File: src/rtl/core/gds_pkg.sv
// ----------------------------------------------------------------------------
// gds_pkg: shared constants and types for the gradient depth shader
// Derived widths, fixed-point constants and the sideband beat struct.
// ----------------------------------------------------------------------------
package gds_pkg;

  localparam int FRACTION_BITS = 8;
  localparam int SHADE_MAX     = 255;

  localparam int DIST_W  = 17;
  localparam int SHADE_W = 8;

  // |da| scaled to units of 2^-(F+1): diff times 1 or 2
  localparam int ABS_W   = DIST_W + 1;
  localparam int SQ_W    = 2 * ABS_W;
  // S scaled by 2^ONE_POS
  localparam int ONE_POS = 2 * FRACTION_BITS + 2;
  localparam int T_W     = ((ONE_POS > SQ_W) ? ONE_POS : SQ_W) + 2;
  localparam logic [T_W-1:0] T_ONE = T_W'(1) << ONE_POS;

  // Q = floor(4 * M^2 * 2^ONE_POS / t), never above 4 * M^2
  localparam longint MAX_SQ = longint'(SHADE_MAX) * longint'(SHADE_MAX);
  localparam longint Q_MAX  = 4 * MAX_SQ;
  localparam int Q_W        = $clog2(Q_MAX + 1);
  localparam int DV_W       = T_W + Q_W;
  localparam logic [DV_W-1:0] DIVIDEND = DV_W'(MAX_SQ) << (ONE_POS + 2);

  localparam int ROOT_W = (Q_W + 1) / 2;

  // depth path compare width
  localparam int TOP_W = $clog2(SHADE_MAX + 1) + FRACTION_BITS;
  localparam int NS_W  = FRACTION_BITS + 9;
  localparam int MX_W  = (TOP_W > NS_W) ? TOP_W : NS_W;
  localparam int CMP_W = ((MX_W > DIST_W) ? MX_W : DIST_W) + 1;
  localparam logic [CMP_W-1:0] NO_SURFACE = CMP_W'(256) << FRACTION_BITS;
  localparam logic [CMP_W-1:0] SHADE_TOP  = CMP_W'(SHADE_MAX) << FRACTION_BITS;

  typedef struct packed {
    logic               no_surface;
    logic [SHADE_W-1:0] depth;
  } side_t;

endpackage

File: src/rtl/core/gds_front.sv
// ----------------------------------------------------------------------------
// gds_front: differences, squares and normal-length sum
// Three stages: abs diffs and depth shade, squares, sum into t = S * 2^(2F+2).
// ----------------------------------------------------------------------------
module gds_front import gds_pkg::*; (
  input  logic              clk_i,
  input  logic              rst_ni,
  input  logic              in_valid_i,
  output logic              in_stall_o,
  input  logic [DIST_W-1:0] center_i,
  input  logic [DIST_W-1:0] inline_first_i,
  input  logic [DIST_W-1:0] inline_second_i,
  input  logic [DIST_W-1:0] across_first_i,
  input  logic [DIST_W-1:0] across_second_i,
  input  logic              inline_two_i,
  input  logic              across_two_i,
  output logic              out_valid_o,
  input  logic              out_stall_i,
  output logic [T_W-1:0]    t_o,
  output side_t             side_o
);

  localparam int N = 3;

  logic [N-1:0] v_q, v_in, en;

  assign v_in = {v_q[N-2:0], in_valid_i};

  for (genvar j = 0; j < N; j++) begin : g_en
    assign en[j] = !(out_stall_i && (&v_q[N-1:j]));
  end

  always_ff @(posedge clk_i or negedge rst_ni) begin
    if (!rst_ni) begin
      v_q <= '0;
    end else begin
      v_q <= (v_q & ~en) | (v_in & en);
    end
  end

  // stage 0
  logic [DIST_W-1:0] da, db;
  logic [ABS_W-1:0]  a_d, b_d, a_q, b_q;
  logic [CMP_W-1:0]  c_ext, dep_full;
  side_t             side0_d, side0_q;

  always_comb begin
    da = (inline_first_i >= inline_second_i) ? inline_first_i - inline_second_i
                                             : inline_second_i - inline_first_i;
    db = (across_first_i >= across_second_i) ? across_first_i - across_second_i
                                             : across_second_i - across_first_i;
    a_d = inline_two_i ? {1'b0, da} : {da, 1'b0};
    b_d = across_two_i ? {1'b0, db} : {db, 1'b0};
    c_ext    = CMP_W'(center_i);
    dep_full = SHADE_TOP - c_ext;
    side0_d.no_surface = (c_ext >= NO_SURFACE);
    if (side0_d.no_surface || (c_ext >= SHADE_TOP)) begin
      side0_d.depth = '0;
    end else begin
      side0_d.depth = SHADE_W'(dep_full >> FRACTION_BITS);
    end
  end

  // stage 1
  logic [SQ_W-1:0] asq_q, bsq_q;
  side_t           side1_q;

  // stage 2
  logic [T_W-1:0] t_q;
  side_t          side2_q;

  always_ff @(posedge clk_i) begin
    if (en[0]) begin
      a_q     <= a_d;
      b_q     <= b_d;
      side0_q <= side0_d;
    end
    if (en[1]) begin
      asq_q   <= SQ_W'(a_q) * SQ_W'(a_q);
      bsq_q   <= SQ_W'(b_q) * SQ_W'(b_q);
      side1_q <= side0_q;
    end
    if (en[2]) begin
      t_q     <= T_ONE + T_W'(asq_q) + T_W'(bsq_q);
      side2_q <= side1_q;
    end
  end

  assign in_stall_o  = !en[0];
  assign out_valid_o = v_q[N-1];
  assign t_o         = t_q;
  assign side_o      = side2_q;

  a_t_floor: assert property (@(posedge clk_i) disable iff (!rst_ni)
    v_q[N-1] |-> (t_q >= T_ONE))
    else $error("normal length sum below one");

endmodule

File: config.mk
export PLATFORM = sky130hd
export DESIGN_NAME = gds_front
export DESIGN_NICKNAME = d
export VERILOG_FILES = /design/src/rtl/core/gds_pkg.sv /design/src/rtl/core/gds_front.sv
export SDC_FILE = /design/constraint.sdc
export NUM_CORES = 2
export LEC_CHECK = 0
export ABC_AREA = 1
export BUFFER_PORTS_ARGS = -buffer_cell sky130_fd_sc_hd__buf_2
export CORE_AREA = 2 2 303 275
export CTS_CLUSTER_SIZE = 25
export DETAILED_ROUTE_END_ITERATION = 8
export DIE_AREA = 0 0 305 277
export PLACE_DENSITY = 0.58
export SLEW_MARGIN = 20
export SYNTH_ARGS = -nofsm -noshare
export SYNTH_HDL_FRONTEND = slang
export SYNTH_SLANG_ARGS = --single-unit
File: constraint.sdc
create_clock -name clk_i -period 5.59 [get_ports clk_i]
set_clock_uncertainty 0.1 [all_clocks]
set_input_delay 1.118 -clock clk_i [delete_from_list [all_inputs] [get_ports clk_i]]
set_output_delay 1.118 -clock clk_i [all_outputs]
set_load 0.02 [all_outputs]
* Word level (Yosys, flattened, before mapping)
Cells that the tools add are included.
Storage, ports and cells: bits in registers 176, input bits 91, word-level logic and storage cells 46, output and inout bits 49
Cells by class: bitwise operators 4, add/sub/neg operators 7, muxes and demuxes 4, $lt $le $gt $ge 4, reduce and logical (&&, ||, !) cells 9, multiply operators 2
Operators with widths (count):
- 18-bit by 18-bit multiplier with 36-bit output | 2
- 17-bit two-way mux | 4
- 17-bit subtractor | 4
- 37-bit by 36-bit adder with 38-bit output | 1
- 19-bit by 36-bit adder with 37-bit output (first input constant) | 1
- 17-bit >= comparator | 2
- 17-bit by 16-bit >= comparator with 1-bit output (second input constant) | 1
- 17-bit >= comparator (second input constant) | 1
- 16-bit subtractor (first input constant) | 1
- 3-bit AND | 2
- 1-bit logical AND | 3
- 1-bit zero test | 3
- 3-bit inverter | 1
- 3-bit bitwise OR | 1
- 3-bit AND reduction | 1
- 2-bit AND reduction | 1
- 1-bit logical OR | 1

* Longest topological paths before layout
word-level depth 6, depth in mapped cells 27, depth with buffers taken out 25

* Least setup slack after synthesis
Ideal clock, no wire load.
path type input to register, start input port out_stall_i, end register a_q[0] (enable), stages 5, buffers on the path 0, arrival time 5.364 ns, setup time 0.400 ns, data required time 5.090 ns, setup slack -0.273 ns, cell sequence nand2_1 -> nor2_1 -> inv_1 -> nor2_1 -> inv_1
Between the ends: word-level cells in the longest chain between the ends 1
Ends and longest elaborated chain:
- start: declaration | RTL line gds_front.sv:18 | input logic out_stall_i,
- 1-bit logical AND | RTL line gds_front.sv:30 | assign en[j] = !(out_stall_i && (&v_q[N-1:j]));
- net in_stall_o | RTL line gds_front.sv:9 | output logic in_stall_o,
- end signal: assignment | RTL line gds_front.sv:74 | a_q <= a_d;
- end: declaration | RTL line gds_front.sv:43 | logic [ABS_W-1:0] a_d, b_d, a_q, b_q;
The timed path passes the listed nets, and every way through them passes these cells. A chain may end at the register's enable or synchronous reset.

* Final worst setup path
start register a_q[13], end register asq_q[32] (data pin)
Between the ends: word-level cells in the longest chain between the ends 1
Ends and longest elaborated chain:
- 18-bit by 18-bit multiplier with 36-bit output | RTL line gds_front.sv:79 | asq_q <= SQ_W'(a_q) * SQ_W'(a_q);
- end signal: assignment | RTL line gds_front.sv:79
- end: declaration | RTL line gds_front.sv:65 | logic [SQ_W-1:0] asq_q, bsq_q;
Every way passes these cells.

==> summary.txt <==
DIE HEIGHT - 277 µm
Fin. Hold Viols - 0
Setup Viol. Count Final - 0
Vias/cell - 4.63
Pre-antenna DRT Iters - 5
Clock root buffer master - clkbuf_16
Synth cell types - 46
Mapped Area - 32300 µm²
# DRC - 0
Initial antenna violation count - 0
TritonCTS Buffers - 17
Most common library cells after synthesis - inv_1, nand2_1, fa_1
Design Area, Final - 37800 µm²
First-pass GRT wire length - 130 mm
Largest cells by area after synthesis - fa_1, edfxtp_1, ha_1
Worst R2R Start - a_q[13]
Async SR Flop Fraction - 0.0172
Worst hold-check slack - 0.316 ns
Area Overhead vs Synth - 17.1%
DP HPWL - 68.1 mm
Largest net degree at the start of global routing - 69
Critical Path End Type - flip-flop
Detail Route Antenna Nets - 0
Overall Global Routing Usage - 0.189
Final Max Slew Viols - 0
Synth Area per Inst - 7.68 µm²
Clock Path Buffers - 2
Grt total ovfl - 0
Final net count - 5408
DIE AREA - 84500 µm²
H-tree depth - 4
Final worst-path cycle share - 0.979
Type of the worst setup path - reg -> reg
Startpoint Class - flip-flop
Placed Instance Area - 35500 µm²
GPL Wtd Cong - 0.928
Fmax - 0.183 GHz
Vias - 25.9k
Synth top area share - 0.272
Rows - 100
Reg clk slew, reported paths - 0.07 ns
Core Area - 81700 µm²
Post-synthesis net count - 5092
Chip Width - 305 µm
Count leader, synth - inv_1
Worst Hold Class - in -> async
#FFs+latches synth - 174
WL/cell - 14.0 µm
Status - finished, final reports clean
Rel. slew slack - 0.392
Cell Count Post-Placement - 5522
CTS Sinks - 174
FF-to-FF setup slack - 0.12 ns
# IOs - 140
Worst skew pair latency - 0.49 ns
Seq/Total Area, Yosys - 0.161
IO Port Bufs - 139
Number of global-route vias before repair - 26.1k
Syn Inst Count - 4201
RSZ-0062 raised after global routing - true
Starting Density - 0.395
Primary FF master, synth - edfxtp_1
RR Endpoint - asq_q[32]
Post-Route WL - 78.4 mm
Number of DRC markers in iteration 0 - 1282
Worst EP required - 5.74 ns
Maxcap violations - 0
Yosys top cell by area - fa_1
Hold-fix buffers, CTS - 0
CTS tree - yes
# diodes - 0
Crit path time final - 5.47 ns
Tightest Pin Transition - 0.913 ns
Maximum fanout along the worst path - 9
Non-filler instance count after layout - 5601
Number of synthesized flops with an enable pin - 171
Worst EP arrival - 5.62 ns
Synth warn - 0
Reg2reg path depth - 22
Proportion of layout cells with a drive suffix above 1 - 0.162
[per-stage QoR]
stage	TNS, ns	setup WS [ns]	util
2_1_floorplan	0	0.00127	-
4_1_cts	0	0.000974	0.444
5_1_grt	-0.821	-0.0798	0.463
3_3_place_gp	-0.352	-0.0976	0.434
6_report	0	0.120	0.463
3_5_place_dp	-1.13	-0.128	0.434
[layout make-up]
class | count | area [µm²]
fill | 8201 | 43900
multi-input combinational | 2794 | 23600
sequential | 174 | 5210
inverter | 1139 | 4290
timing repair buffer | 391 | 2790
tap | 1071 | 1340
clock buffer | 18 | 429
clock inverter | 14 | 184
[layout by cell type (no fill, tap or decap), drive strengths merged, types with 30 or more instances in the layout]
cell,n
inv,1145
nand2,1145
fa,438
buf,391
ha,362
nor2,195
nand3,180
edfxtp,171
a21oi,164
o21ai,84
xor2,77
nand4,30
[critical path: stages (launching register included)]
cell and delay (ns):
edfxtp_1 0.32, buf_4 0.19, buf_4 0.19, nand2_1 0.12, fa_1 0.60, inv_1 0.06
ha_1 0.27, a21o_1 0.21, fa_1 0.48, inv_1 0.05, fa_1 0.52, inv_1 0.05
fa_1 0.43, ha_1 0.29, ha_1 0.32, a21oi_1 0.26, o21ai_0 0.22, nand2_1 0.11
nand2_1 0.10, a21oi_2 0.15, nand2_1 0.07, nand2_1 0.05, nand2_1 0.05
[how the worst max path moves through the flow]
stage            start        end  cells after the start
2_1_floorplan  b_q[12]  bsq_q[29]                     21
3_3_place_gp   a_q[14]  asq_q[35]                     20
3_5_place_dp    a_q[8]  asq_q[35]                     23
4_1_cts        b_q[16]  bsq_q[33]                     20
5_1_grt        a_q[10]  asq_q[30]                     24
6_report       a_q[13]  asq_q[32]                     22
[state kept, by name (all words and copies together), names as in the netlist]
| register | flops |
|---|---|
| a_q | 18 |
| asq_q | 35 |
| b_q | 18 |
| bsq_q | 35 |
| side0_q | 9 |
| side1_q | 9 |
| side_o | 9 |
| t_o | 38 |
| v_q | 3 |
[layer usage]
layer	part of all wire	global-route usage	up-vias
li1	-	-	13200
met1	0.48	0.269	12200
met2	0.46	0.311	494
met3	0.044	0.0229	55
met4	0.013	0.0386	0
met5	0	0	-
[cells by family after synthesis]
| group | Yosys count | synth area share |
|---|---|---|
| AO/OA/AOI/OAI | 283 | 0.0466 |
| XOR/XNOR | 104 | 0.0282 |
| adder cells (fa/ha/maj) | 800 | 0.412 |
| buffers and inverters | 1233 | 0.146 |
| flip-flops | 174 | 0.161 |
| other | 1 | 0.000116 |
| AND/OR/NAND/NOR | 1606 | 0.206 |
[what timing repair did]
item | 4_1_cts | 5_1_grt
resized for setup | 33 | 303
cloned | 1 | 0
setup buffers | 3 | 44
pin swaps | 7 | 99
setup endpoints to repair | 30 | 42
Power is left out: the tool's default activity adds up to more than one toggle a clock period on the data nets, which glitch-free logic cannot reach.
