<file path="src/rtl/core/gds_pkg.sv">
// ----------------------------------------------------------------------------
// gds_pkg: shared constants and types for the gradient depth shader
// Derived widths, fixed-point constants and the sideband beat struct.
// ----------------------------------------------------------------------------
package gds_pkg;

  localparam int FRACTION_BITS = 8;
  localparam int SHADE_MAX     = 255;

  localparam int DIST_W  = 17;
  localparam int SHADE_W = 8;

  // |da| scaled to units of 2^-(F+1): diff times 1 or 2
  localparam int ABS_W   = DIST_W + 1;
  localparam int SQ_W    = 2 * ABS_W;
  // S scaled by 2^ONE_POS
  localparam int ONE_POS = 2 * FRACTION_BITS + 2;
  localparam int T_W     = ((ONE_POS > SQ_W) ? ONE_POS : SQ_W) + 2;
  localparam logic [T_W-1:0] T_ONE = T_W'(1) << ONE_POS;

  // Q = floor(4 * M^2 * 2^ONE_POS / t), never above 4 * M^2
  localparam longint MAX_SQ = longint'(SHADE_MAX) * longint'(SHADE_MAX);
  localparam longint Q_MAX  = 4 * MAX_SQ;
  localparam int Q_W        = $clog2(Q_MAX + 1);
  localparam int DV_W       = T_W + Q_W;
  localparam logic [DV_W-1:0] DIVIDEND = DV_W'(MAX_SQ) << (ONE_POS + 2);

  localparam int ROOT_W = (Q_W + 1) / 2;

  // depth path compare width
  localparam int TOP_W = $clog2(SHADE_MAX + 1) + FRACTION_BITS;
  localparam int NS_W  = FRACTION_BITS + 9;
  localparam int MX_W  = (TOP_W > NS_W) ? TOP_W : NS_W;
  localparam int CMP_W = ((MX_W > DIST_W) ? MX_W : DIST_W) + 1;
  localparam logic [CMP_W-1:0] NO_SURFACE = CMP_W'(256) << FRACTION_BITS;
  localparam logic [CMP_W-1:0] SHADE_TOP  = CMP_W'(SHADE_MAX) << FRACTION_BITS;

  typedef struct packed {
    logic               no_surface;
    logic [SHADE_W-1:0] depth;
  } side_t;

endpackage

</file>
<file path="src/rtl/core/gds_div.sv">
// ----------------------------------------------------------------------------
// gds_div: pipelined restoring divider
// One quotient bit per stage: Q = floor(4 * M^2 * 2^(2F+2) / t).
// ----------------------------------------------------------------------------
module gds_div import gds_pkg::*; (
  input  logic           clk_i,
  input  logic           rst_ni,
  input  logic           in_valid_i,
  output logic           in_stall_o,
  input  logic [T_W-1:0] t_i,
  input  side_t          side_i,
  output logic           out_valid_o,
  input  logic           out_stall_i,
  output logic [Q_W-1:0] q_o,
  output side_t          side_o
);

  localparam int N = Q_W;

  logic [N-1:0] v_q, v_in, en;

  assign v_in = {v_q[N-2:0], in_valid_i};

  for (genvar j = 0; j < N; j++) begin : g_en
    assign en[j] = !(out_stall_i && (&v_q[N-1:j]));
  end

  always_ff @(posedge clk_i or negedge rst_ni) begin
    if (!rst_ni) begin
      v_q <= '0;
    end else begin
      v_q <= (v_q & ~en) | (v_in & en);
    end
  end

  logic [DV_W-1:0] rem_in [N];
  logic [T_W-1:0]  t_in   [N];
  logic [Q_W-1:0]  q_in   [N];
  side_t           side_in [N];

  logic [DV_W-1:0] rem_q  [N-1];
  logic [T_W-1:0]  t_q    [N-1];
  logic [Q_W-1:0]  q_q    [N];
  side_t           side_q [N];

  assign rem_in[0]  = DIVIDEND;
  assign t_in[0]    = t_i;
  assign q_in[0]    = '0;
  assign side_in[0] = side_i;

  for (genvar j = 1; j < N; j++) begin : g_link
    assign rem_in[j]  = rem_q[j-1];
    assign t_in[j]    = t_q[j-1];
    assign q_in[j]    = q_q[j-1];
    assign side_in[j] = side_q[j-1];
  end

  for (genvar j = 0; j < N; j++) begin : g_stg
    localparam int K = N - 1 - j;
    logic [DV_W-1:0] dvs;
    logic [DV_W:0]   trial;
    logic            fits;

    assign dvs   = DV_W'(t_in[j]) << K;
    assign trial = {1'b0, rem_in[j]} - {1'b0, dvs};
    assign fits  = !trial[DV_W];

    always_ff @(posedge clk_i) begin
      if (en[j]) begin
        q_q[j]    <= q_in[j] | (fits ? (Q_W'(1) << K) : '0);
        side_q[j] <= side_in[j];
      end
    end

    if (j < N - 1) begin : g_keep
      always_ff @(posedge clk_i) begin
        if (en[j]) begin
          rem_q[j] <= fits ? trial[DV_W-1:0] : rem_in[j];
          t_q[j]   <= t_in[j];
        end
      end
    end
  end

  assign in_stall_o  = !en[0];
  assign out_valid_o = v_q[N-1];
  assign q_o         = q_q[N-1];
  assign side_o      = side_q[N-1];

  a_q_range: assert property (@(posedge clk_i) disable iff (!rst_ni)
    out_valid_o |-> (q_o <= Q_W'(Q_MAX)))
    else $error("quotient above 4*M^2");

endmodule

</file>
<file path="config.mk">
export PLATFORM = sky130hd
export DESIGN_NAME = gds_div
export DESIGN_NICKNAME = d
export VERILOG_FILES = /design/src/rtl/core/gds_pkg.sv /design/src/rtl/core/gds_div.sv
export SDC_FILE = /design/constraint.sdc
export NUM_CORES = 2
export LEC_CHECK = 0
export BUFFER_PORTS_ARGS = -buffer_cell sky130_fd_sc_hd__buf_2
export CORE_UTILIZATION = 35
export CTS_BUF_LIST = sky130_fd_sc_hd__clkbuf_8
export CTS_CLUSTER_DIAMETER = 100
export CTS_CLUSTER_SIZE = 20
export DETAILED_ROUTE_END_ITERATION = 8
export PLACE_DENSITY_LB_ADDON = 0.12
export SYNTH_ARGS = -nofsm -noshare
export SYNTH_HDL_FRONTEND = slang
export SYNTH_SLANG_ARGS = --single-unit
</file>
<file path="constraint.sdc">
create_clock -name clk_i -period 35 [get_ports clk_i]
set_input_delay 5.25 -clock clk_i [delete_from_list [all_inputs] [get_ports clk_i]]
set_output_delay 5.25 -clock clk_i [all_outputs]
set_load 0.005 [all_outputs]
</file>
Yosys cells after proc, flatten, opt, wreduce, memory -nomap -nowiden
Memories as Yosys holds them, arrays and structs flattened.
Index checks and enable logic that the tools add are counted.

storage, ports and cells
  register bits after elaboration = 18
  bits in latches = 0
  RAM bits = 2084
  memory bits (read-only) = 0
  input port bits = 51
  output and inout port bits = 29
  word-level logic and storage cells = 150
  memories = 4

operators by class
  add/sub/neg operators = 18
  multiply operators = 0
  div/mod/pow operators = 0
  magnitude comparators = 0
  equality and inequality tests = 0
  shift operators = 0
  muxes and demuxes = 53
  bitwise operators = 21
  reduce and logical (&&, ||, !) cells = 53

memories
  memory  words  width  read ports  clocked after Yosys merged registers in  write ports  RTL line       RTL
  rem_q   17     56     17          0                                        17           gds_div.sv:41  logic [DV_W-1:0] rem_q [N-1];
  t_q     17     38     17          0                                        17           gds_div.sv:42  logic [T_W-1:0] t_q [N-1];
  q_q     18     18     18          0                                        18           gds_div.sv:43  logic [Q_W-1:0] q_q [N];
  side_q  18     9      18          0                                        18           gds_div.sv:44  side_t side_q [N];

operators with widths
  kind                                                                   number
  56-bit 2-to-1 mux                                                      17
  56-bit by 38-bit subtractor with 57-bit output                         1
  56-bit by 39-bit subtractor with 57-bit output                         1
  56-bit by 40-bit subtractor with 57-bit output                         1
  56-bit by 41-bit subtractor with 57-bit output                         1
  56-bit by 42-bit subtractor with 57-bit output                         1
  56-bit by 43-bit subtractor with 57-bit output                         1
  56-bit by 44-bit subtractor with 57-bit output                         1
  56-bit by 45-bit subtractor with 57-bit output                         1
  56-bit by 46-bit subtractor with 57-bit output                         1
  56-bit by 47-bit subtractor with 57-bit output                         1
  56-bit by 48-bit subtractor with 57-bit output                         1
  56-bit by 49-bit subtractor with 57-bit output                         1
  56-bit by 50-bit subtractor with 57-bit output                         1
  56-bit by 51-bit subtractor with 57-bit output                         1
  56-bit by 52-bit subtractor with 57-bit output                         1
  56-bit by 53-bit subtractor with 57-bit output                         1
  56-bit by 54-bit subtractor with 57-bit output                         1
  36-bit by 55-bit subtractor with 56-bit output (first input constant)  1
  18-bit AND                                                             2
  1-bit 2-to-1 mux                                                       19
  1-bit logical AND                                                      18
  1-bit logical NOT                                                      18
  18-bit 2-to-1 mux                                                      1
  52 further kinds                                                       52

Depth between registers and ports, before layout
  word-level depth = 6
  gate-level depth with buffers = 16
  mapped depth without buffers = 14

Worst setup path after synthesis
No wires, ideal clock.

  path kind = input to output
  start = in out_stall_i
  end = out in_stall_o
  arrival time = 13.764 ns
  required time = 29.750 ns
  setup slack = 15.986 ns
  stages on the path = 8
  buffers on the path = 0
  cells stage by stage = nand2_1 -> nor2_1 -> nand2_1 -> nor3_1 -> nand3_1 -> nor2_1 -> nand2_1 -> inv_1

between the ends
  longest elaborated chain between the ends = 1

ends and longest elaborated chain
  item                RTL line       RTL
  start: declaration  gds_div.sv:13  input logic out_stall_i,
  1-bit logical AND   gds_div.sv:25  assign en[j] = !(out_stall_i && (&v_q[N-1:j]));
  end: declaration    gds_div.sv:9   output logic in_stall_o,

Every way passes these cells.

Worst setup path in the final report
Ends and elaborated chain as after synthesis.

==> flow_summary.toml <==
[run_status]
status = "finished, final reports clean"

[grt]
gr-usage-all-layers = 0.159
antenna_found_initial = 2
grt.busiest_layer = "met2"
grt_use_met2 = 0.319
grt_max_degree = 85
grt_use_met1 = 0.159
grt_pass1_wl_um = 365000
gr-total-overflow = 0
grt_pass1_vias = 68100
use_met3 = 0.0166

[timing]
maxSlewViolCount = 0
layout_min_cycle_time_ps = 13850
final-hold-violation-count = 0
finalSetupViolCount = 0
skew_ps = 61.4
final.period_utilization = 0.396
grt_setup_unrepaired = "false"
maxSlewHeadroom = 0.243
fmax_mhz = 72.2
setup_tns_ps = 0
worst_pin_slew_ps = 1130

[synth]
async_flop_share = 0.0100
yosys_warnings = 0
ys_seq_elements = 1795
synth_enable_flop_cells = 1777
syn_area_um2 = 99800
syn_avg_cell_area_um2 = 11.0
yosysSeqAreaShare = 0.539
ys_types = 120
syn_inst = 9106
synth_ff_type = "edfxtp_1"

[die]
core_area_um2 = 283000
start_util = 0.353
dieArea_um2 = 287000
rows = 195
fp.dieH_um = 536
io_pins = 80
die_w_um = 536

[final_layout]
final_cells = 12900
nets = 9803
fill_cells = 27200
multi_input_area_um2 = 42000
register_area_um2 = 53800
final_util = 0.377
layout-drive-gt1-share = 0.0556
syn2layout_area_growth_pct = 6.91

[drt]
drc = 0
wl_um = 232000
dr.pass1.iters = 8
routedWlPerCell_um = 18.0
drt_iter0_drc = 3108
ant_nets = 0
vias = 65900
viasPerCell = 5.10

[power_and_ir_drop]
irDropWorstVdd_mv = 0.0374
powerDensity_nw_per_um2 = 87.3
p_leak_nw = 42.7

[run]
drv_cap = 0

[setup_path]
cp.arrival_ps = 8600
timing_worst_setup_path_type = "input pin to output port"
critPathMaxFanout = 55
crit_path_start_kind = "input pin"
end_kind = "output port"
required_ps = 29750

[worst_hold_path]
hold_class = "register to register"

[cts]
postCtsSetupBuffers = 0
clkTransAtPathRegs_ps = 110
cts_resized = 0
cts_buffers = 114
clockBufferDepth = 3
worst_skew_pair.late_latency_ps = 950
cts_root_buf = "clkbuf_8"
cts_sinks = 1795
htree_num_levels = 3
cts_tree = "done"
hold_buffers = 0

[placed_design]
port_buffers = 79
place.gp.congestion = 0.948
dpl.cell_count = 12700
dpl.hpwl_um = 184000
## state kept, by name (all words and copies together), names as in the netlist, named ones only
name	count
q_q	171
rem_q	798
side_q	162
t_q	646
## through the flow
stage / power, mW / hold WS, ps / area [um^2] / setup WS, ps
floorplan: 7.07 / 400 / 99800 / 15990
global placement: 8.22 / 401 / 104000 / 20950
detailed placement: 8.28 / 405 / 104000 / 21030
CTS: 9.39 / 421 / 107000 / 21000
global route: 10.0 / 427 / 107000 / 20760
finish: 9.31 / 402 / 107000 / 21150
## cell families (layout without fill, tap and decap cells)
group | count (synthesis) | count (layout) | synth area share
AOI/OAI and AO/OA | 2536 | 2536 | 0.160
and+or+nand+nor | 2303 | 2303 | 0.109
DFF | 1795 | 1795 | 0.539
buffers and inverters | 1069 | 1139 | 0.0416
xor gates and xnor gates | 689 | 689 | 0.0605
adders and majority gates | 646 | 646 | 0.0822
muxes | 67 | 67 | 0.00750
other | 1 | 12 | 0.0000376
## cell usage in the layout, fill, tap and decap left out, types with 116 or more instances in the layout
| master | Yosys | final |
|---|---|---|
| nand3_1 | 125 | 122 |
| xnor2_1 | 361 | 361 |
| nor3_1 | 130 | 130 |
| edfxtp_1 | 1777 | 1777 |
| nand2_1 | 807 | 798 |
| nand4_1 | 117 | 117 |
| a21oi_1 | 793 | 791 |
| o21ai_0 | 640 | 639 |
| a21o_1 | 385 | 383 |
| xor2_1 | 328 | 328 |
| ha_1 | 630 | 630 |
| nor2_1 | 578 | 578 |
| inv_1 | 804 | 825 |
| clkbuf_8 | 0 | 116 |
| nand2b_1 | 123 | 123 |
## path summary, 6_finish.rpt
kind / slack (ps) / to / from / cells after the start
setup reg to reg: 29750 / rem_q[0][100] / rem_q[0][17] / 13
setup / recovery: 21150 / in_stall_o / out_stall_i / 12
min in group asynchronous: 4270 / async pin / rst_ni / 1
max in group asynchronous: 30400 / async pin / rst_ni / 1
hold reg to reg: 400 / side_q[11][7] / side_q[10][7] / 0
hold / removal: 400 / side_q[11][7] / side_q[10][7] / 0
## worst max-delay path, stage by stage
cell,delay (ps)
buf_2,130
nand2_2,60
buf_4,270
nor2_1,440
nand2_4,470
nor3_1,420
buf_4,230
nand3_4,370
nor2_1,460
nand2_4,260
inv_1,100
buf_2,110
## where the power goes
part | switching (mW) | internal, mW | leakage, nW
Combinational | 2.66 | 1.86 | 22.9
Sequential | 0.402 | 3.32 | 18.5
Clock | 0.704 | 0.365 | 1.24
## layer usage
layer | part of all wire | routed length [um]
met5 | 0 | 0
met4 | 0.056 | 12900
met3 | 0.022 | 5160
met2 | 0.54 | 126000
met1 | 0.38 | 88200
## cell usage after synthesis (all sizes together), types with 42 or more instances
cell    number  area [um^2]
buf         91          477
nor2       580         2180
inv        810         3040
o21a        85          639
xnor2      361         3160
or3         45          292
clkbuf     167          629
a211oi      62          490
ha         630         7880
nand4      117          732
o21bai      95          717
o211ai      45          343
nor4        62          428
nand2b     123          769
and3        60          380
nor3       134          697
a21o       387         2910
a21oi      798         4030
and2        42          263
a31oi       73          463
o31ai       66          548
nand2      807         3030
o21ai      674         3400
mux2        62          698
nor2b       90          563
nand3      125          626
xor2       328         2870
edfxtp    1777        53400
## final cells by class
cell class              count  area share
clock inverters            78     0.00636
multi-input cells        6250       0.394
diodes                      3   0.0000704
clock buffers             116      0.0150
flip-flops and latches   1795       0.504
repair buffers            134     0.00758
inverters                 811      0.0287
well taps                3743      0.0439
Power figures use the tool's default switching activity.
