### src/rtl/core/gds_pkg.sv
// ----------------------------------------------------------------------------
// gds_pkg: shared constants and types for the gradient depth shader
// Derived widths, fixed-point constants and the sideband beat struct.
// ----------------------------------------------------------------------------
package gds_pkg;

  localparam int FRACTION_BITS = 8;
  localparam int SHADE_MAX     = 255;

  localparam int DIST_W  = 17;
  localparam int SHADE_W = 8;

  // |da| scaled to units of 2^-(F+1): diff times 1 or 2
  localparam int ABS_W   = DIST_W + 1;
  localparam int SQ_W    = 2 * ABS_W;
  // S scaled by 2^ONE_POS
  localparam int ONE_POS = 2 * FRACTION_BITS + 2;
  localparam int T_W     = ((ONE_POS > SQ_W) ? ONE_POS : SQ_W) + 2;
  localparam logic [T_W-1:0] T_ONE = T_W'(1) << ONE_POS;

  // Q = floor(4 * M^2 * 2^ONE_POS / t), never above 4 * M^2
  localparam longint MAX_SQ = longint'(SHADE_MAX) * longint'(SHADE_MAX);
  localparam longint Q_MAX  = 4 * MAX_SQ;
  localparam int Q_W        = $clog2(Q_MAX + 1);
  localparam int DV_W       = T_W + Q_W;
  localparam logic [DV_W-1:0] DIVIDEND = DV_W'(MAX_SQ) << (ONE_POS + 2);

  localparam int ROOT_W = (Q_W + 1) / 2;

  // depth path compare width
  localparam int TOP_W = $clog2(SHADE_MAX + 1) + FRACTION_BITS;
  localparam int NS_W  = FRACTION_BITS + 9;
  localparam int MX_W  = (TOP_W > NS_W) ? TOP_W : NS_W;
  localparam int CMP_W = ((MX_W > DIST_W) ? MX_W : DIST_W) + 1;
  localparam logic [CMP_W-1:0] NO_SURFACE = CMP_W'(256) << FRACTION_BITS;
  localparam logic [CMP_W-1:0] SHADE_TOP  = CMP_W'(SHADE_MAX) << FRACTION_BITS;

  typedef struct packed {
    logic               no_surface;
    logic [SHADE_W-1:0] depth;
  } side_t;

endpackage

### src/rtl/core/gds_root.sv
// ----------------------------------------------------------------------------
// gds_root: pipelined integer square root and shade output stage
// One root bit per stage, then g = (isqrt(Q) + 1) / 2 into the output register.
// ----------------------------------------------------------------------------
module gds_root import gds_pkg::*; (
  input  logic               clk_i,
  input  logic               rst_ni,
  input  logic               in_valid_i,
  output logic               in_stall_o,
  input  logic [Q_W-1:0]     q_i,
  input  side_t              side_i,
  output logic               out_valid_o,
  input  logic               out_stall_i,
  output logic [SHADE_W-1:0] gradient_o,
  output logic [SHADE_W-1:0] depth_o
);

  localparam int N  = ROOT_W + 1;
  localparam int SQ = 2 * ROOT_W;

  logic [N-1:0] v_q, v_in, en;

  assign v_in = {v_q[N-2:0], in_valid_i};

  for (genvar j = 0; j < N; j++) begin : g_en
    assign en[j] = !(out_stall_i && (&v_q[N-1:j]));
  end

  always_ff @(posedge clk_i or negedge rst_ni) begin
    if (!rst_ni) begin
      v_q <= '0;
    end else begin
      v_q <= (v_q & ~en) | (v_in & en);
    end
  end

  logic [ROOT_W-1:0] root_in [ROOT_W];
  logic [Q_W-1:0]    qv_in   [ROOT_W];
  side_t             side_in [ROOT_W];

  logic [ROOT_W-1:0] root_q [ROOT_W];
  logic [Q_W-1:0]    qv_q   [ROOT_W-1];
  side_t             side_q [ROOT_W];

  assign root_in[0] = '0;
  assign qv_in[0]   = q_i;
  assign side_in[0] = side_i;

  for (genvar j = 1; j < ROOT_W; j++) begin : g_link
    assign root_in[j] = root_q[j-1];
    assign qv_in[j]   = qv_q[j-1];
    assign side_in[j] = side_q[j-1];
  end

  for (genvar j = 0; j < ROOT_W; j++) begin : g_stg
    localparam int K = ROOT_W - 1 - j;
    logic [ROOT_W-1:0] cand;
    logic [SQ-1:0]     cand_sq;
    logic              fits;

    assign cand    = root_in[j] | (ROOT_W'(1) << K);
    assign cand_sq = SQ'(cand) * SQ'(cand);
    assign fits    = (cand_sq <= SQ'(qv_in[j]));

    always_ff @(posedge clk_i) begin
      if (en[j]) begin
        root_q[j] <= fits ? cand : root_in[j];
        side_q[j] <= side_in[j];
      end
    end

    if (j < ROOT_W - 1) begin : g_keep
      always_ff @(posedge clk_i) begin
        if (en[j]) begin
          qv_q[j] <= qv_in[j];
        end
      end
    end
  end

  // output stage: largest g with 2g-1 <= isqrt(Q)
  logic [ROOT_W:0]    g_sum;
  logic [SHADE_W-1:0] grad_d, grad_q, depth_q;

  always_comb begin
    g_sum = {1'b0, root_q[ROOT_W-1]} + (ROOT_W + 1)'(1);
    if (side_q[ROOT_W-1].no_surface) begin
      grad_d = '0;
    end else begin
      grad_d = SHADE_W'(g_sum[ROOT_W:1]);
    end
  end

  always_ff @(posedge clk_i) begin
    if (en[N-1]) begin
      grad_q  <= grad_d;
      depth_q <= side_q[ROOT_W-1].depth;
    end
  end

  assign in_stall_o  = !en[0];
  assign out_valid_o = v_q[N-1];
  assign gradient_o  = grad_q;
  assign depth_o     = depth_q;

endmodule

### config.mk
export PLATFORM = sky130hd
export DESIGN_NAME = gds_root
export DESIGN_NICKNAME = d
export VERILOG_FILES = /design/src/rtl/core/gds_pkg.sv /design/src/rtl/core/gds_root.sv
export SDC_FILE = /design/constraint.sdc
export NUM_CORES = 1
export LEC_CHECK = 0
export BUFFER_PORTS_ARGS = -buffer_cell sky130_fd_sc_hd__buf_4
export CORE_ASPECT_RATIO = 2
export CORE_MARGIN = 1
export CORE_UTILIZATION = 63
export DETAILED_ROUTE_END_ITERATION = 10
export MAX_ROUTING_LAYER = met4
export PLACE_DENSITY = 0.76
export SLEW_MARGIN = 20
export SYNTH_ARGS = -nofsm -noshare
export SYNTH_HDL_FRONTEND = slang
export SYNTH_SLANG_ARGS = --single-unit
### constraint.sdc
create_clock -name clk_i -period 7.3 [get_ports clk_i]
set_input_delay 1.46 -clock clk_i [delete_from_list [all_inputs] [get_ports clk_i]]
set_output_delay 1.46 -clock clk_i [all_outputs]
set_load 0.02 [all_outputs]
* Word level (Yosys, flattened, before mapping)
Memory sizes are Yosys's and may differ from the RTL's.
Cells that the tools add are included.
** Storage, ports and cells
- Register bits after elaboration :: 26
- Bits in writable memories :: 306
- Bits of input ports :: 31
- Output and inout bits :: 18
- Logic and storage cells :: 75
- Memories kept :: 3
** Operators by class
- $add $sub $neg :: 1
- Multipliers :: 8
- Order comparisons :: 9
- Multiplexer cells :: 18
- Bitwise operators :: 4
- Reduce and logical (&&, ||, !) cells :: 29
** Memory list
- qv_q :: depth 8, bits a word 18, read ports 8, clocked after memory_dff 0, write ports 8, line gds_root.sv:42 : logic [Q_W-1:0] qv_q [ROOT_W-1];
- root_q :: depth 9, bits a word 9, read ports 9, clocked after memory_dff 0, write ports 9, line gds_root.sv:41 : logic [ROOT_W-1:0] root_q [ROOT_W];
- side_q :: depth 9, bits a word 9, read ports 9, clocked after memory_dff 0, write ports 9, line gds_root.sv:43 : side_t side_q [ROOT_W];
** Operators by type and width (count)
- 18-bit less-or-equal comparator :: 8
- 9-bit by 9-bit multiplier with 18-bit output :: 8
- 10-bit AND :: 2
- 17-bit by 18-bit less-or-equal comparator with 1-bit output, first input constant :: 1
- 1-bit logical AND :: 10
- 1-bit zero test :: 10
- 1-bit 2-to-1 mux :: 10
- 10-bit inverter :: 1
- 10-bit OR :: 1
- 10-bit AND reduction :: 1
- 9-bit by 1-bit adder with 9-bit output, second input constant :: 1
- 9-bit 2-to-1 mux :: 1
- 9-bit AND reduction :: 1
- 8-bit 2-to-1 mux :: 1
- 8-bit AND reduction :: 1
- 7-bit 2-to-1 mux :: 1
- 7-bit AND reduction :: 1
- 6-bit 2-to-1 mux :: 1
- 6-bit AND reduction :: 1
- 5-bit 2-to-1 mux :: 1
- 5-bit AND reduction :: 1
- 4-bit 2-to-1 mux :: 1
- 4-bit AND reduction :: 1
- 3-bit 2-to-1 mux :: 1
- 3 further kinds :: 3

* Longest topological paths before layout
Gate-level depths: netlist (run 1).
- Depth in word-level cells :: 6
- Gate-level depth with buffers :: 22
- Mapped depth without buffers :: 22

* Least setup slack after synthesis (run 1)
No wires, ideal clock.
- Path kind :: register to register
- Start point :: memory root_q[0][69] in the netlist's numbering
- End point :: memory root_q[0][72] in the netlist's numbering (data pin)
- Library setup time :: 0.152 ns
- Arrival :: 5.422 ns
- Data required time :: 7.148 ns
- Setup slack :: 1.726 ns
- Stages on the path, launching flop included :: 21
- Buffers on the path :: 1
- Period minus slack after synthesis :: 5.574 ns
- Cell sequence :: edfxtp_1 -> clkbuf_1 -> inv_1 -> nor2_1 -> fa_1 -> fa_1 -> fa_1 -> inv_1 -> fa_1 -> inv_1 -> ha_1 -> a21oi_1 -> nand2_1 -> o21ai_1 -> o21ai_0 -> xor2_1 -> ha_1 -> and3_1 -> a221o_1 -> a221o_1 -> o22ai_1
** RTL lines (line)
- start, declared :: gds_root.sv:41

==> results.md, run 1 <==
* Wire per inst at 17.94 µm
* Layout area overhead at 9.560%
* Fin Hold WS at 0.4135 ns
* CTS tree: yes
* Leading cell types in the layout, fill and taps excluded: edfxtp_1, inv_1, ha_1, fa_1, nand2_1
* CTS Root Buffer Type: clkbuf_16
* TritonCTS Sinks at 296
* Setup WS pre-CTS at 1.189 ns
* Detailed-route via count at 10390
* Number of synthesized flops with an enable pin at 286
* Synth async-reset ratio at 3.378%
* Slew headroom at 34.50%
* HPWL Detailed at 26.40 mm
* Slowest library cell on the worst path: edfxtp_1
* Crit path max fanout at 13
* GR peak layer: met2
* Slew Limit Fails at 0
* Layout cell share with drive strength beyond 1 at 7.003%
* DR vias/cell at 5.655
* DR pass1 iterations at 6
* F_max at 162.2 MHz
* Crit-path leading delay family: adder cells
* DR iter-0 viols at 337
* Clk slew on worst S/H paths at 0.07 ns
* Top area cells in the synthesized netlist: edfxtp_1, ha_1, fa_1, inv_1, xnor2_1
* Average size of a mapped cell at 12.62 µm²
* Postcts setup bufs at 0
* Critical path buffer and inverter count at 3
* Synthesized flop and latch total at 296
* Status: completed
* Mapped cell area at 17590 µm²
* H-Tree Depth at 1
* Number of global-route vias before repair at 11340
* Post-Route WL at 32.96 mm
* Share of the yosys chip area belonging to registers at 50.25%
* Post-CTS resize count at 0
* Crit path cell chain: inv_1 -> nor2_1 -> fa_1 -> fa_1 -> fa_1 -> inv_1 -> fa_1 -> inv_1 -> ha_1 -> a21oi_1 -> nand2_1 -> o21ai_1 -> o21ai_0 -> xor2_1 -> ha_1 -> and3_1 -> a221o_1 -> a221o_1 -> o22ai_1
* Area share of the largest cell type after synthesis at 48.83%
* Largest area contributor in the netlist: edfxtp_1
* Met1 usage at 18.08%
* Tightest Hold Check Type: reg -> reg
* Die X-Extent at 120.2 µm
* Crit path top cell by count: fa_1
* Final core occ at 69.96%
* Crit path capture type: flop
* CTS Buf Count at 26
* Worst-Margin Slew at 0.9815 ns
* Critical path class: reg -> reg
* GPL Wtd Cong at 0.8703
* Initial antenna violation count at 0
* WP data required at 7.70 ns
* Worst setup margin at 1.134 ns
* CTS Hold Bufs at 0
* Yosys warning total at 0
* Post-DRT Antenna Nets at 0
* Post-route DRC at 0
* Fin crit share at 84.46%
* Crit-path max cell delay at 0.69 ns
* Startpoint Class: flop
* I/O Pins at 49
* Routing usage on met2 at 52.19%
* Core box area at 27550 µm²
* Antenna Diode Count at 0
* IO buf count at 48
* Largest net degree at the start of global routing at 36
* Net count, final at 1803
* Syn_nets at 1731
* Distinct cell type count after synthesis at 55
* CTS Buffer Depth at 3
* Fin Clk Skew at 0.01552 ns
* Die height at 238.3 µm
* MaxCap Viol Count at 0
* Ys flop type: edfxtp_1
* Fin crit period at 6.166 ns
* Cell count after synthesis at 1394
* Met3 Use GR at 2.510%
* FP Rows at 86
* First-pass GRT wire length at 52.54 mm
* Worst skew pair latency at 0.56 ns
* Crit path arrival time at 6.57 ns
* Total gr overflow at 0
* Total negative slack at 0 ns
* Unrepaired setup endpoints after global routing: false
* Final hold vios at 0
* R2R Setup Slk at 1.13 ns
* Commonest non-fill, non-tap cell in the layout: edfxtp_1
* Starting Density at 63.85%
* Gr usage total at 25.00%
* Die area at 28630 µm²
* Setup Viol. Count Final at 0
layer usage:
| metal | wire length (µm) | vias to the layer above |
|---|---|---|
| met5 | 0 | - |
| met4 | 2445 | 0 |
| met3 | 645 | 141 |
| met2 | 20630 | 211 |
| met1 | 9232 | 5101 |
| li1 | - | 4936 |
kinds of logic (layout without fill, tap and decap cells):
| logic type | after synthesis | after routing | synth area share, % |
|---|---|---|---|
| AO/OA/AOI/OAI | 174 | 174 | 6.175 |
| XOR/XNOR | 79 | 79 | 3.934 |
| adder cells (fa/ha/maj) | 306 | 306 | 25.52 |
| buffers and inverters | 269 | 360 | 5.741 |
| flip-flops | 296 | 296 | 50.25 |
| multiplexers | 3 | 3 | 0.1707 |
| AND/OR/NAND/NOR | 267 | 267 | 8.209 |
worst register-to-register path, cell delays in order (launching register included):
cell and delay [ns]:
edfxtp_1 0.69, inv_1 0.28, nor2_1 0.25, fa_1 0.48, fa_1 0.53, fa_1 0.56
inv_1 0.06, fa_1 0.53, inv_1 0.04, ha_1 0.34, a21oi_1 0.24, nand2_1 0.07
o21ai_1 0.33, o21ai_0 0.16, xor2_1 0.18, ha_1 0.30, and3_1 0.17, a221o_1 0.34
a221o_1 0.35, o22ai_1 0.13
path summary, 6_finish.rpt:
kind | startpoint | end | cells after the start
max | root_q[0][69] | root_q[0][72] | 19
min | side_q[0][20] | side_q[0][29] | 0
max reg2reg | root_q[0][69] | root_q[0][72] | 19
min reg2reg | side_q[0][20] | side_q[0][29] | 0
max in group asynchronous | rst_ni | async pin | 1
min in group asynchronous | rst_ni | async pin | 1
synthesized netlist by cell type (16+ instances only):
cell type  instances
ha_1             218
nand3_1           16
fa_1              88
edfxtp_1         286
a21o_1            31
inv_1            259
nor2b_1           17
o21ai_0           32
and2_1            42
nand2_1           60
xnor2_1           55
nor2_1            40
nand2b_1          17
xor2_1            24
a21oi_1           58
cell type report:
type                            instances  area [µm²]
Tap cell                              352       440.4
Timing Repair Buffer                   54       405.4
Multi-Input combinational cell        829        7744
Fill cell                            1988        8275
Inverter                              259       972.2
Clock inverter                         11       152.6
Sequential cell                       296        8838
Clock buffer                           36       718.2
flip-flops by register name, summed over array words and instances (netlist names), named ones only:
| name | flops |
|---|---|
| side_q | 81 |
| depth_o | 8 |
| qv_q | 144 |
| root_q | 45 |
| gradient_o | 8 |
metrics by stage:
step                std cells  area, µm²
floorplan                1394      17590
global placement         1790      18400
detailed placement       1790      18400
CTS                      1837      19270
global route             1837      19270
finish                   1837      19270
Power of run 1 is left out: the tool's default activity adds up to more than one toggle a clock period on the data nets, which glitch-free logic cannot reach.
==> inputs of run 2 (changes only) <==
==> constraint.sdc (replaced) <==
create_clock -name clk_i -period 6.16 [get_ports clk_i]
set_input_delay 1.232 -clock clk_i [delete_from_list [all_inputs] [get_ports clk_i]]
set_output_delay 1.232 -clock clk_i [all_outputs]
set_load 0.02 [all_outputs]
==> results.md, run 2 (synthesized netlist as in run 1, its figures left out) <==
* Status: completed
* Post-Route WL at 32.43 mm (-1.6%)
* Largest net degree at the start of global routing at 36 (unchanged)
* DR vias/cell at 5.600 (-0.98%)
* Post-CTS resize count at 0 (unchanged)
* Layout area overhead at 9.454% (about the same)
* Leading cell types in the layout, fill and taps excluded: edfxtp_1, inv_1, ha_1, fa_1, buf_4
* Post-route DRC at 0 (unchanged)
* FP Rows at 86 (unchanged)
* Total gr overflow at 0 (unchanged)
* Worst hold endpoint: side_q[0][66]
* Met3 WL post-DR at 698 µm (+8.2%)
* Fin crit period at 5.927 ns (-0.2389 ns)
* Total negative slack at 0 ns (unchanged)
* MaxCap Viol Count at 0 (unchanged)
* Post-DRT Antenna Nets at 0 (unchanged)
* Worst reg2reg path depth at 21 (+2)
* Layout cell share with drive strength beyond 1 at 7.759% (+0.76 points)
* CTS Buffer Depth at 3 (unchanged)
* Crit path capture type: flop
* Clk slew on worst S/H paths at 0.07 ns (about the same)
* I/O Pins at 49 (unchanged)
* Reg-to-Reg End: root_q[0][72]
* HPWL Detailed at 26.30 mm (-0.39%)
* Worst skew pair latency at 0.56 ns (about the same)
* Biggest register: qv_q
* Setup WS pre-CTS at 0.2527 ns (-0.9361 ns)
* Crit path arrival time at 6.33 ns (-0.24 ns)
* Final non-filler cell total at 1847 (+0.54%)
* Die height at 238.3 µm (unchanged)
* Detailed-route via count at 10340 (-0.44%)
* Critical path class: reg -> reg
* F_max at 168.7 MHz (+4.0%)
* Fin crit share at 96.22% (+12 points)
* Starting Density at 63.85% (unchanged)
* H-Tree Depth at 1 (unchanged)
* DR iter-0 viols at 387 (+15%)
* First-pass GRT wire length at 52.52 mm (about the same)
* Slew Limit Fails at 0 (unchanged)
* Wire per inst at 17.56 µm (-2.1%)
* Worst setup margin at 0.2330 ns (-0.9011 ns)
* Hold_sp: side_q[0][57]
* Number of global-route vias before repair at 11300 (-0.35%)
* IO buf count at 48 (unchanged)
* Gr usage total at 24.78% (-0.22 points)
* WP data required at 6.57 ns (-1.13 ns)
* TritonCTS Sinks at 296 (unchanged)
* Reg2reg start: root_q[0][70]
* Final hold vios at 0 (unchanged)
* Antenna Diode Count at 0 (unchanged)
* Fin Clk Skew at 0.009962 ns (-0.005558 ns)
* Placed insts at 1802 (+0.67%)
* Met1 wire length at 9.355 mm (+1.3%)
* Crit path max fanout at 7 (-6)
* CTS Buf Count at 24 (-7.7%)
* Die X-Extent at 120.2 µm (unchanged)
* CTS tree: yes
* Top Registers: qv_q: 144 flops, side_q: 81 flops, root_q: 45 flops
* Unrepaired setup endpoints after global routing: false
* Design area at 19250 µm² (about the same)
* Setup Viol. Count Final at 0 (unchanged)
* DR pass1 iterations at 4 (-2)
* Max reg flops at 144 (unchanged)
* Hold depth at 0 (unchanged)
* Net count, final at 1816 (+0.72%)
* Die area at 28630 µm² (unchanged)
* Core box area at 27550 µm² (unchanged)
* CTS Hold Bufs at 0 (unchanged)
* Max Used Layer: met4
* CTS Root Buffer Type: clkbuf_16
* GPL Wtd Cong at 0.8847 (+1.7%)
* Metal2 WL at 19.87 mm (-3.7%)
* R2R Setup Slk at 0.23 ns (-0.90 ns)
* Startpoint Class: flop
* Slew headroom at 34.75% (+0.25 points)
* Tightest Hold Check Type: reg -> reg
* Commonest non-fill, non-tap cell in the layout: edfxtp_1
* Fill count at 1973 (-0.75%)
* Cell Area, Placed at 18490 µm² (+0.49%)
* Worst-Margin Slew at 0.9777 ns (-0.003734 ns)
* Initial antenna violation count at 0 (unchanged)
==> run 2: routing by layer <==
metal	GRT usage (%)	vias to the layer above
li1	-	4959
met1	18.75	5022
met2	50.64	211
met3	2.342	151
met4	17.88	0
met5	-	-
==> run 2: metrics by stage <==
stage / hold WS, ns / util (%)
6_report: 0.4153 / 69.89
5_1_grt: 0.4172 / 69.89
2_1_floorplan: 0.4003 / -
3_3_place_gp: 0.4002 / 67.11
4_1_cts: 0.4149 / 69.80
3_5_place_dp: 0.4045 / 67.11
==> run 2: repair_timing <==
item,in CTS,in global routing
setup buffers,0,3
endpoints found under the setup margin,0,1
hold endpoints to repair,0,0
==> run 2: area by class of cell <==
type	instances	area, µm²	share of cell area [%]
Clock buffer	28	615.6	3.198
Timing Repair Buffer	69	518.0	2.691
Sequential cell	296	8838	45.91
Clock inverter	14	123.9	0.6434
Tap cell	352	440.4	2.288
Multi-Input combinational cell	829	7744	40.22
Inverter	259	972.2	5.050
==> run 2: worst max-delay path, stage by stage (launching register included) <==
cell      delay, ns
edfxtp_1       0.53
inv_1          0.32
nor2_1         0.12
ha_1           0.35
xor2_1         0.20
fa_1           0.54
inv_1          0.05
fa_1           0.54
inv_1          0.06
fa_1           0.54
inv_1          0.04
ha_1           0.25
nor2_1         0.19
nand2_1        0.08
o21ai_1        0.33
o21ai_0        0.16
xor2_1         0.17
ha_1           0.30
and3_1         0.17
a221o_1        0.35
a221o_1        0.37
o22ai_1        0.13
==> run 2: how the worst max path moves through the flow <==
stage / startpoint / to / slack (ns) / cells after the start
finish: root_q[0][70] / root_q[0][72] / 0.23 / 21
global placement: root_q[0][70] / root_q[0][72] / 0.39 / 21
CTS: root_q[0][64] / root_q[0][72] / 0.23 / 21
floorplan: root_q[0][69] / root_q[0][72] / 0.59 / 20
detailed placement: root_q[0][64] / root_q[0][72] / 0.25 / 21
global route: root_q[0][70] / root_q[0][72] / 0.04 / 21
Power of run 2 is left out for the same reason.
==> inputs of run 3 (changes only) <==
--- a/config.mk
+++ b/config.mk
@@ -8,10 +8,10 @@
 export BUFFER_PORTS_ARGS = -buffer_cell sky130_fd_sc_hd__buf_4
 export CORE_ASPECT_RATIO = 2
 export CORE_MARGIN = 1
-export CORE_UTILIZATION = 63
+export CORE_UTILIZATION = 25
 export DETAILED_ROUTE_END_ITERATION = 10
 export MAX_ROUTING_LAYER = met4
-export PLACE_DENSITY = 0.76
+export PLACE_DENSITY = 0.35
 export SLEW_MARGIN = 20
 export SYNTH_ARGS = -nofsm -noshare
 export SYNTH_HDL_FRONTEND = slang
==> results.md, run 3 (synthesized netlist as in run 1, its figures left out) <==
* Slew headroom at 31.58% (-3.2 points)
* Reg2reg start: root_q[0][70]
* Worst skew pair latency at 0.61 ns (+0.05 ns)
* MaxCap Viol Count at 0 (unchanged)
* Fill count at 7237 (+270%)
* Antenna Diode Count at 0 (unchanged)
* Fin crit share at 94.11% (-2.1 points)
* Crit path arrival time at 6.26 ns (-0.07 ns)
* Die X-Extent at 189.6 µm (+58%)
* FP Rows at 137 (+59%)
* DR pass1 iterations at 4 (unchanged)
* Die area at 71490 µm² (+150%)
* TritonCTS Sinks at 296 (unchanged)
* Biggest register: qv_q
* Layout area overhead at 14.65%
* CTS Hold Bufs at 0 (unchanged)
* Slew Limit Fails at 0 (unchanged)
* H-Tree Depth at 1 (unchanged)
* Post-CTS resize count at 0 (unchanged)
* Tightest Hold Check Type: reg -> reg
* Final non-filler cell total at 2416 (+31%)
* Status: completed
* Worst reg2reg path depth at 19 (-9.5%)
* DR vias/cell at 4.187 (-25%)
* Hold_sp: side_q[0][29]
* Postcts setup bufs at 0 (unchanged)
* Commonest non-fill, non-tap cell in the layout: edfxtp_1
* GPL Wtd Cong at 0.8282 (-6.4%)
* Register area at 8838 µm² (unchanged)
* Largest net degree at the start of global routing at 36 (unchanged)
* Critical path class: reg -> reg
* Die height at 377.1 µm (+58%)
* Hold depth at 0 (unchanged)
* Setup Viol. Count Final at 0 (unchanged)
* Reg-to-Reg End: root_q[0][72]
* First-pass GRT wire length at 61.51 mm (+17%)
* CTS tree: yes
* Clk slew on worst S/H paths at 0.07 ns (about the same)
* Fin Clk Skew at 0.03244 ns (+0.02248 ns)
* DR iter-0 viols at 347 (-10%)
* Fin Hold WS at 0.4136 ns (-0.001694 ns)
* F_max at 172.5 MHz (+2.2%)
* Post-Route WL at 39.95 mm (+23%)
* Startpoint Class: flop
* I/O Pins at 49 (unchanged)
* CTS Root Buffer Type: clkbuf_16
* Fin crit period at 5.797 ns (-0.1299 ns)
* Final hold vios at 0 (unchanged)
* Initial antenna violation count at 0 (unchanged)
* Final core occ at 28.98% (-41 points)
* Top Registers: qv_q: 144 flops, side_q: 81 flops, root_q: 45 flops
* Post-DRT Antenna Nets at 0 (unchanged)
* HPWL Detailed at 33.44 mm (+27%)
* IO buf count at 48 (unchanged)
* Post-route DRC at 0 (unchanged)
* Starting Density at 25.27% (-39 points)
* Wire per inst at 16.54 µm (-5.8%)
* Leading cell types in the layout, fill and taps excluded: edfxtp_1, inv_1, ha_1, fa_1, buf_4
* WP data required at 6.62 ns (+0.05 ns)
* Max reg flops at 144 (unchanged)
* Gr usage total at 11.88% (-13 points)
* Multi-input combinational cell area at 7741 µm² (about the same)
* Placed insts at 2361 (+31%)
* R2R Setup Slk at 0.36 ns (+0.13 ns)
* CTS Buf Count at 30 (+25%)
* Unrepaired setup endpoints after global routing: false
* Total gr overflow at 0 (unchanged)
* Crit path max fanout at 7 (unchanged)
* Total negative slack at 0 ns (unchanged)
* Worst hold endpoint: side_q[0][38]
* Core box area at 69590 µm² (+150%)
* Detailed-route via count at 10120 (-2.2%)
* Net count, final at 1829 (+0.72%)
* Crit path capture type: flop
* CTS Buffer Depth at 3 (unchanged)
* Layout cell share with drive strength beyond 1 at 8.592% (+0.83 points)
* Worst-Margin Slew at 1.025 ns (+0.04749 ns)
* Number of global-route vias before repair at 11310 (+0.13%)
run 3: changes by cell type in the layout (fill, tap and decap cells not counted), sizes merged:
cell | before | now
buf | 69 | 76
inv | 259 | 260
clkinv | 13 | 15
clkbuf | 28 | 36
run 3: worst max-delay path, cell delays in order (launching register included):
cell and delay, ns:
edfxtp_1 0.54, inv_1 0.23, nor2_1 0.21, ha_1 0.31, xor2_1 0.20, fa_1 0.54, inv_1 0.06, fa_1 0.54
inv_1 0.06, fa_1 0.53, inv_1 0.04, ha_1 0.25, a2111o_1 0.38, o22ai_1 0.29, xnor2_1 0.17, ha_1 0.26
and3_1 0.20, a221o_1 0.35, a221o_1 0.37, o22ai_1 0.13
run 3: cell type report:
cell class / count / share of cell area, %
sequential: 296 / 43.83
multi-input combinational: 829 / 38.39
tap: 903 / 5.602
inverter: 259 / 4.821
clock buffer: 36 / 3.834
timing repair buffer: 76 / 2.829
clock inverter: 17 / 0.7011
run 3: worst max path at each step:
stage | endpoint | startpoint | depth (start not counted) | slack (ns)
after CTS | root_q[0][48] | root_q[0][40] | 19 | 0.16
final | root_q[0][72] | root_q[0][70] | 19 | 0.36
after floorplan | root_q[0][72] | root_q[0][69] | 20 | 0.59
after global placement | root_q[0][48] | root_q[0][43] | 17 | 0.25
after global routing | root_q[0][72] | root_q[0][70] | 19 | 0.02
after detailed placement | root_q[0][72] | root_q[0][70] | 19 | 0.22
run 3: layer usage:
metal  part of all wire, %  global-route usage (%)  routed length [µm]
met2                    67                   27.04               26740
met1                    27                   8.122               10670
met5                     0                       -                   0
met3                   2.2                   1.265                 873
met4                   4.2                   5.569                1667
run 3: per-stage QoR:
| stage | worst slack, ns | area [µm²] |
|---|---|---|
| 2_1_floorplan | 0.5861 | 17590 |
| 3_3_place_gp | 0.2462 | 19240 |
| 3_5_place_dp | 0.2194 | 19240 |
| 4_1_cts | 0.1584 | 20150 |
| 5_1_grt | 0.01584 | 20170 |
| 6_report | 0.3630 | 20170 |
Power of run 3 is left out for the same reason.
